==> config.mk <==
export PLATFORM = sky130hd
export DESIGN_NAME = stl_prenorm
export DESIGN_NICKNAME = d
export VERILOG_FILES = /design/src/hdl/stl_pkg.sv /design/src/hdl/stl_prenorm.sv
export SDC_FILE = /design/constraint.sdc
export NUM_CORES = 1
export LEC_CHECK = 0
export BUFFER_PORTS_ARGS = -buffer_cell sky130_fd_sc_hd__buf_2
export CORE_UTILIZATION = 25
export DETAILED_ROUTE_END_ITERATION = 8
export SYNTH_ARGS = -nofsm -noshare
export SYNTH_HDL_FRONTEND = slang
export SYNTH_SLANG_ARGS = --single-unit
==> constraint.sdc <==
create_clock -name clk -period 4.9 [get_ports clk]
set_input_delay 0.98 -clock clk [delete_from_list [all_inputs] [get_ports clk]]
set_output_delay 0.98 -clock clk [all_outputs]
set_load 0.02 [all_outputs]
==> src/hdl/stl_pkg.sv <==
// shared types, constants and the arctangent table of the steering law pipeline
`timescale 1ns / 1ps
package stl_pkg;

    localparam int CORDIC_ITERATIONS = 16;
    localparam int ANGLE_TAB_SIZE    = 24;
    localparam int NITER = (CORDIC_ITERATIONS < ANGLE_TAB_SIZE) ?
                           CORDIC_ITERATIONS : ANGLE_TAB_SIZE;

    localparam int VW    = 52;   // cordic x/y datapath
    localparam int CW    = 46;   // companion vector datapath
    localparam int ZW    = 28;   // angle accumulator, q24
    localparam int OPW   = 48;   // operand width into the normalizer
    localparam int SHW   = 6;    // normalize shift amount
    localparam int TAG_W = 64;   // side data carried along the cordic
    localparam int NORM_MSB = 45;

    localparam logic signed [ZW-1:0] PI_Q24       = 28'sd52707179;
    localparam logic signed [20:0]   INV_GAIN_Q20 = 21'sd636752;

    typedef logic [0:0] cfg_addr_t;
    localparam cfg_addr_t REG_CROSSTRACK_GAIN = 1'b0;
    localparam cfg_addr_t REG_SOFTENING_SPEED = 1'b1;

    typedef struct packed {
        logic signed [31:0] start_x;
        logic signed [31:0] start_y;
        logic signed [31:0] end_x;
        logic signed [31:0] end_y;
        logic signed [31:0] vehicle_x;
        logic signed [31:0] vehicle_y;
        logic signed [15:0] vehicle_heading;
        logic signed [15:0] speed;
    } in_item_t;

    typedef struct packed {
        logic signed [17:0] steering_angle;
        logic signed [31:0] crosstrack_error;
        logic signed [15:0] path_angle;
    } out_item_t;

    // one cordic stage worth of state
    typedef struct packed {
        logic                 valid;
        logic                 zero;
        logic signed [VW-1:0] x;
        logic signed [VW-1:0] y;
        logic signed [CW-1:0] cx;
        logic signed [CW-1:0] cy;
        logic signed [ZW-1:0] z;
        logic [TAG_W-1:0]     tag;
    } vec_t;

    // atan(2^-i) in q24
    function automatic logic signed [ZW-1:0] atan_q24(input int i);
        logic signed [ZW-1:0] r;
        case (i)
            0:  r = 28'sd13176795;
            1:  r = 28'sd7778716;
            2:  r = 28'sd4110060;
            3:  r = 28'sd2086331;
            4:  r = 28'sd1047214;
            5:  r = 28'sd524117;
            6:  r = 28'sd262123;
            7:  r = 28'sd131069;
            8:  r = 28'sd65536;
            9:  r = 28'sd32768;
            10: r = 28'sd16384;
            11: r = 28'sd8192;
            12: r = 28'sd4096;
            13: r = 28'sd2048;
            14: r = 28'sd1024;
            15: r = 28'sd512;
            16: r = 28'sd256;
            17: r = 28'sd128;
            18: r = 28'sd64;
            19: r = 28'sd32;
            20: r = 28'sd16;
            21: r = 28'sd8;
            22: r = 28'sd4;
            23: r = 28'sd2;
            default: r = '0;
        endcase
        return r;
    endfunction

endpackage

==> src/hdl/stl_prenorm.sv <==
// three-stage normalizer and half-plane pre-rotation ahead of a cordic
`timescale 1ns / 1ps
module stl_prenorm
    import stl_pkg::*;
(
    input  logic                  clk,
    input  logic                  rst_n,
    input  logic                  en,
    input  logic                  valid,
    input  logic signed [OPW-1:0] x,
    input  logic signed [OPW-1:0] y,
    input  logic signed [CW-1:0]  cx,
    input  logic signed [CW-1:0]  cy,
    input  logic [TAG_W-1:0]      tag,
    output vec_t                  vec
);

    logic                  v1_reg, v2_reg;
    logic signed [OPW-1:0] x1_reg, y1_reg, x2_reg, y2_reg;
    logic signed [CW-1:0]  cx1_reg, cy1_reg, cx2_reg, cy2_reg;
    logic [TAG_W-1:0]      tag1_reg, tag2_reg;
    logic [OPW-1:0]        orm_reg;
    logic [SHW-1:0]        sh_reg;
    logic                  zero_reg;
    vec_t                  vec_reg;

    logic [OPW-1:0]        mx, my;
    logic [SHW-1:0]        msb, sh_next;
    logic signed [VW-1:0]  xs, ys;
    vec_t                  vec_next;

    // magnitudes; most negative value maps to 2^47 unsigned
    assign mx = x[OPW-1] ? OPW'(-x) : OPW'(x);
    assign my = y[OPW-1] ? OPW'(-y) : OPW'(y);

    // leading one of the ored magnitudes sets the doubling count
    always_comb
    begin
        msb = '0;
        for (int b = 0; b < OPW; b++)
        begin
            if (orm_reg[b])
            begin
                msb = SHW'(b);
            end
        end
        sh_next = (msb >= SHW'(NORM_MSB)) ? '0 : SHW'(NORM_MSB) - msb;
    end

    assign xs = VW'(x2_reg) <<< sh_reg;
    assign ys = VW'(y2_reg) <<< sh_reg;

    always_comb
    begin
        vec_next       = '0;
        vec_next.valid = v2_reg;
        vec_next.zero  = zero_reg;
        vec_next.tag   = tag2_reg;
        if (xs[VW-1])
        begin
            vec_next.x  = -xs;
            vec_next.y  = -ys;
            vec_next.cx = -cx2_reg;
            vec_next.cy = -cy2_reg;
            vec_next.z  = ys[VW-1] ? -PI_Q24 : PI_Q24;
        end
        else
        begin
            vec_next.x  = xs;
            vec_next.y  = ys;
            vec_next.cx = cx2_reg;
            vec_next.cy = cy2_reg;
        end
    end

    always_ff @(posedge clk or negedge rst_n)
    begin
        if (!rst_n)
        begin
            v1_reg  <= 1'b0;
            v2_reg  <= 1'b0;
            vec_reg <= '0;
        end
        else if (en)
        begin
            v1_reg  <= valid;
            v2_reg  <= v1_reg;
            vec_reg <= vec_next;
        end
    end

    always_ff @(posedge clk)
    begin
        if (en)
        begin
            x1_reg   <= x;
            y1_reg   <= y;
            cx1_reg  <= cx;
            cy1_reg  <= cy;
            tag1_reg <= tag;
            orm_reg  <= mx | my;
            x2_reg   <= x1_reg;
            y2_reg   <= y1_reg;
            cx2_reg  <= cx1_reg;
            cy2_reg  <= cy1_reg;
            tag2_reg <= tag1_reg;
            sh_reg   <= sh_next;
            zero_reg <= (orm_reg == '0);
        end
    end

    assign vec = vec_reg;

endmodule

==> summary.md <==
| Metric | Value |
|---|---|
| Status | completed |
| Fraction of layout cells with a size suffix above 1 | 29.6% |
| Ys Warns | 0 |
| Highest Clock Rate | 227 MHz |
| Clock insertion delay at the later pin of the skew report | 710 ps |
| Clk sinks | 826 |
| Vias in the first global route | 30500 |
| DP Worst Slack | 463 ps |
| Worst setup path class | reg -> reg |
| Crit. End Element | flop |
| Largest register FFs | 265 |
| Pin count of the biggest net entering global routing | 109 |
| Synthesized area per cell | 12.2 sq um |
| Core ar. | 0.168 sq mm |
| Routed Antenna Nets | 0 |
| Post-CTS sizing | 0 |
| Num rows | 150 |
| IO Count | 546 |
| CTS tree | yes |
| Placer Congestion | 0.960 |
| CTS root buf | clkbuf_16 |
| Die Area | 0.171 sq mm |
| Post-synth top area cell | edfxtp_1 |
| RSZ-0062 raised after global routing | no |
| Total track usage | 17.7% |
| Req. time, crit path | 5460 ps |
| Period utilization | 90.0% |
| Worst VDD drop | 0.275 mV |
| Setup Skew | 39.1 ps |
| DRT Wirelength | 158 mm |
| Worst hold path type | in -> async |
| Postcts setup bufs | 0 |
| Critical path launch point type | flop |
| Die H | 414 um |
| Overflow after GRT | 0 |
| Final setup viols | 0 |
| Synth-to-layout area growth | 22.2% |
| Hold Fails Final Rpt | 0 |
| Final #Nets | 4348 |
| Die Span X | 414 um |
| Via-to-Cell Ratio | 5.03 |
| Initial Util | 25.3% |
| Crit Path Max Fanout | 51 |
| Synth area leaders | edfxtp_1, dfrtp_1, mux4_2 |
| Max-slew violation count | 0 |
| Mapped cell area | 0.0424 sq mm |
| Fillers | 17100 |
| Mapped Cells | 3475 |
| Total power | 0.0217 W |
| Worst Tran Pin Value | 1110 ps |
| Fin Hold WS | 208 ps |
| DRC Markers | 0 |
| #FFs+latches synth | 826 |
| Port bufs | 545 |
| Initial antenna violation count | 49 |
| Synth cell types | 108 |
| Final core occ | 30.9% |
| Max Root-Sink Buffers | 3 |
| Hpwl dp | 122 mm |
| Synth Flop Type | edfxtp_1 |
| Max-cap violations | 0 |
| Initial DRT Pass Iterations | 7 |
| Post-synth EDFFs | 559 |
| CTS H-tree lvls | 3 |
| Total CTS buffers | 93 |
| Static leakage | 19.6 nW |
| Worst setup margin | 489 ps |
| Register area share after synthesis | 55.4% |
| DR vias | 32200 |
| Fin crit period | 4410 ps |
| Per-cell routed wire length | 24.6 um |
| First-pass GRT wire length | 221 mm |
| Clock Pin Slew Worst Setup and Hold Paths | 60 ps |
| Mapped Nets | 3739 |
| Final TNS setup | 0 ps |
| Async set-reset flop share out of synthesis | 32.3% |
| Area share of the largest cell type after synthesis | 39.6% |
| # hold bufs at CTS | 0 |
| Detailed Route Iter0 Violations | 3327 |
| Critical Path AT | 4970 ps |
| Pwr/cell area | 418 mW/mm^2 |
| Slew margin rel. | 25.2% |
==> critical path, cell delays in order (launching register included) <==
cell	delay, ps
edfxtp_1	390
buf_12	250
buf_12	310
mux2_2	390
mux4_2	560
a2bb2oi_1	280
o2111ai_1	190
a2111oi_0	590
nand3_1	290
o41ai_2	420
xnor2_1	170
buf_4	160
mux2_2	250
==> where the power goes <==
| part | switching (W) | internal, W | total [W] |
|---|---|---|---|
| Sequential | 0.000569 | 0.00839 | 0.00896 |
| Combinational | 0.00355 | 0.00198 | 0.00553 |
| Clock | 0.00298 | 0.00419 | 0.00717 |
==> worst paths after layout <==
| check | startpoint | end | slack (ps) | cells after the start |
|---|---|---|---|---|
| hold reg to reg | tag1_reg[10]$_DFFE_PP_ | tag2_reg[10]$_DFFE_PP_ | 410 | 0 |
| max in group asynchronous | rst_n | vec[248]$_DFFE_PN0P_ | 3600 | 2 |
| min in group clk | tag1_reg[10]$_DFFE_PP_ | tag2_reg[10]$_DFFE_PP_ | 410 | 0 |
| setup / recovery | sh_reg[3]$_SDFFCE_PP0P_ | vec[281]$_DFFE_PN0P_ | 490 | 12 |
| hold / removal | rst_n | vec[111]$_DFFE_PN0P_ | 210 | 1 |
| setup reg to reg | sh_reg[3]$_SDFFCE_PP0P_ | vec[281]$_DFFE_PN0P_ | 490 | 12 |
==> synthesized netlist by cell type, types with 9 or more instances <==
master / n
a211oi_1: 22
a21oi_1: 246
a22oi_1: 26
a31oi_1: 39
a32oi_1: 9
and2_1: 13
and3_1: 14
buf_1: 28
buf_2: 47
buf_4: 37
buf_6: 9
clkbuf_1: 107
dfrtp_1: 267
edfxtp_1: 559
inv_1: 60
mux2_2: 183
mux2i_1: 140
mux4_2: 103
nand2_1: 251
nand2b_1: 31
nand3_1: 62
nand4_1: 11
nor2_1: 297
nor2b_1: 28
nor3_1: 54
nor3b_1: 13
nor4_1: 26
o211ai_1: 12
o21a_1: 9
o21ai_0: 140
o221ai_1: 9
o22ai_1: 28
o31ai_1: 61
o41ai_1: 26
or2_2: 10
or3_1: 27
or4_1: 27
xnor2_1: 74
xor2_1: 174
==> per-layer routing <==
metal	routed length [um]	GRT usage, %	up-vias
met5	203	0	-
met4	6010	7.11	32
met3	12100	4.37	282
met2	70800	26.8	1406
met1	68600	24.1	16000
li1	-	-	14500
==> cells by family after synthesis <==
| group | count (synthesis) | share of synthesized area (%) |
|---|---|---|
| AO/OA/AOI/OAI | 770 | 11.9 |
| XOR/XNOR | 248 | 5.13 |
| adder cells (fa/ha/maj) | 8 | 0.236 |
| buffers and inverters | 292 | 3.33 |
| flip-flops | 826 | 55.4 |
| multiplexers | 430 | 13.8 |
| AND/OR/NAND/NOR | 901 | 10.2 |
==> cell usage in the layout (no fill, tap or decap), types with 16 or more instances in the layout <==
master,netlist,layout
nand2_1,251,251
inv_1,60,58
mux2i_1,140,140
dfrtp_1,267,267
nor2b_1,28,27
nand2b_1,31,31
o41ai_1,26,26
nor3_1,54,54
edfxtp_1,559,559
or3_1,27,27
nand3_1,62,62
clkbuf_1,107,16
buf_2,47,543
mux2_2,183,183
o22ai_1,28,28
nor2_1,297,296
buf_12,1,23
o21ai_0,140,139
xor2_1,174,174
nor4_1,26,26
clkinv_1,0,17
diode_2,0,31
mux4_2,103,103
buf_4,37,178
a21oi_1,246,246
a211oi_1,22,22
o31ai_1,61,61
or4_1,27,27
clkbuf_16,0,94
a31oi_1,39,39
xnor2_1,74,74
a22oi_1,26,26
==> metrics by stage <==
| stage | std cells | cell area [sq um] |
|---|---|---|
| after floorplan | 3475 | 42400 |
| after global placement | 6193 | 48500 |
| after detailed placement | 6193 | 48500 |
| after CTS | 6368 | 51700 |
| after global routing | 6395 | 51800 |
| final | 6399 | 51800 |
==> cell type report <==
| cell class | count | area, sq um | area share [%] |
|---|---|---|---|
| Clock buffer | 112 | 2440 | 4.71 |
| Sequential cell | 826 | 23500 | 45.3 |
| Antenna cell | 31 | 77.6 | 0.150 |
| Inverter | 60 | 225 | 0.435 |
| Tap cell | 2204 | 2760 | 5.33 |
| Clock inverter | 63 | 738 | 1.43 |
| Multi-Input combinational cell | 2357 | 17500 | 33.8 |
| Timing Repair Buffer | 746 | 4540 | 8.78 |
No activity file was read; power rests on OpenSTA's default activity.
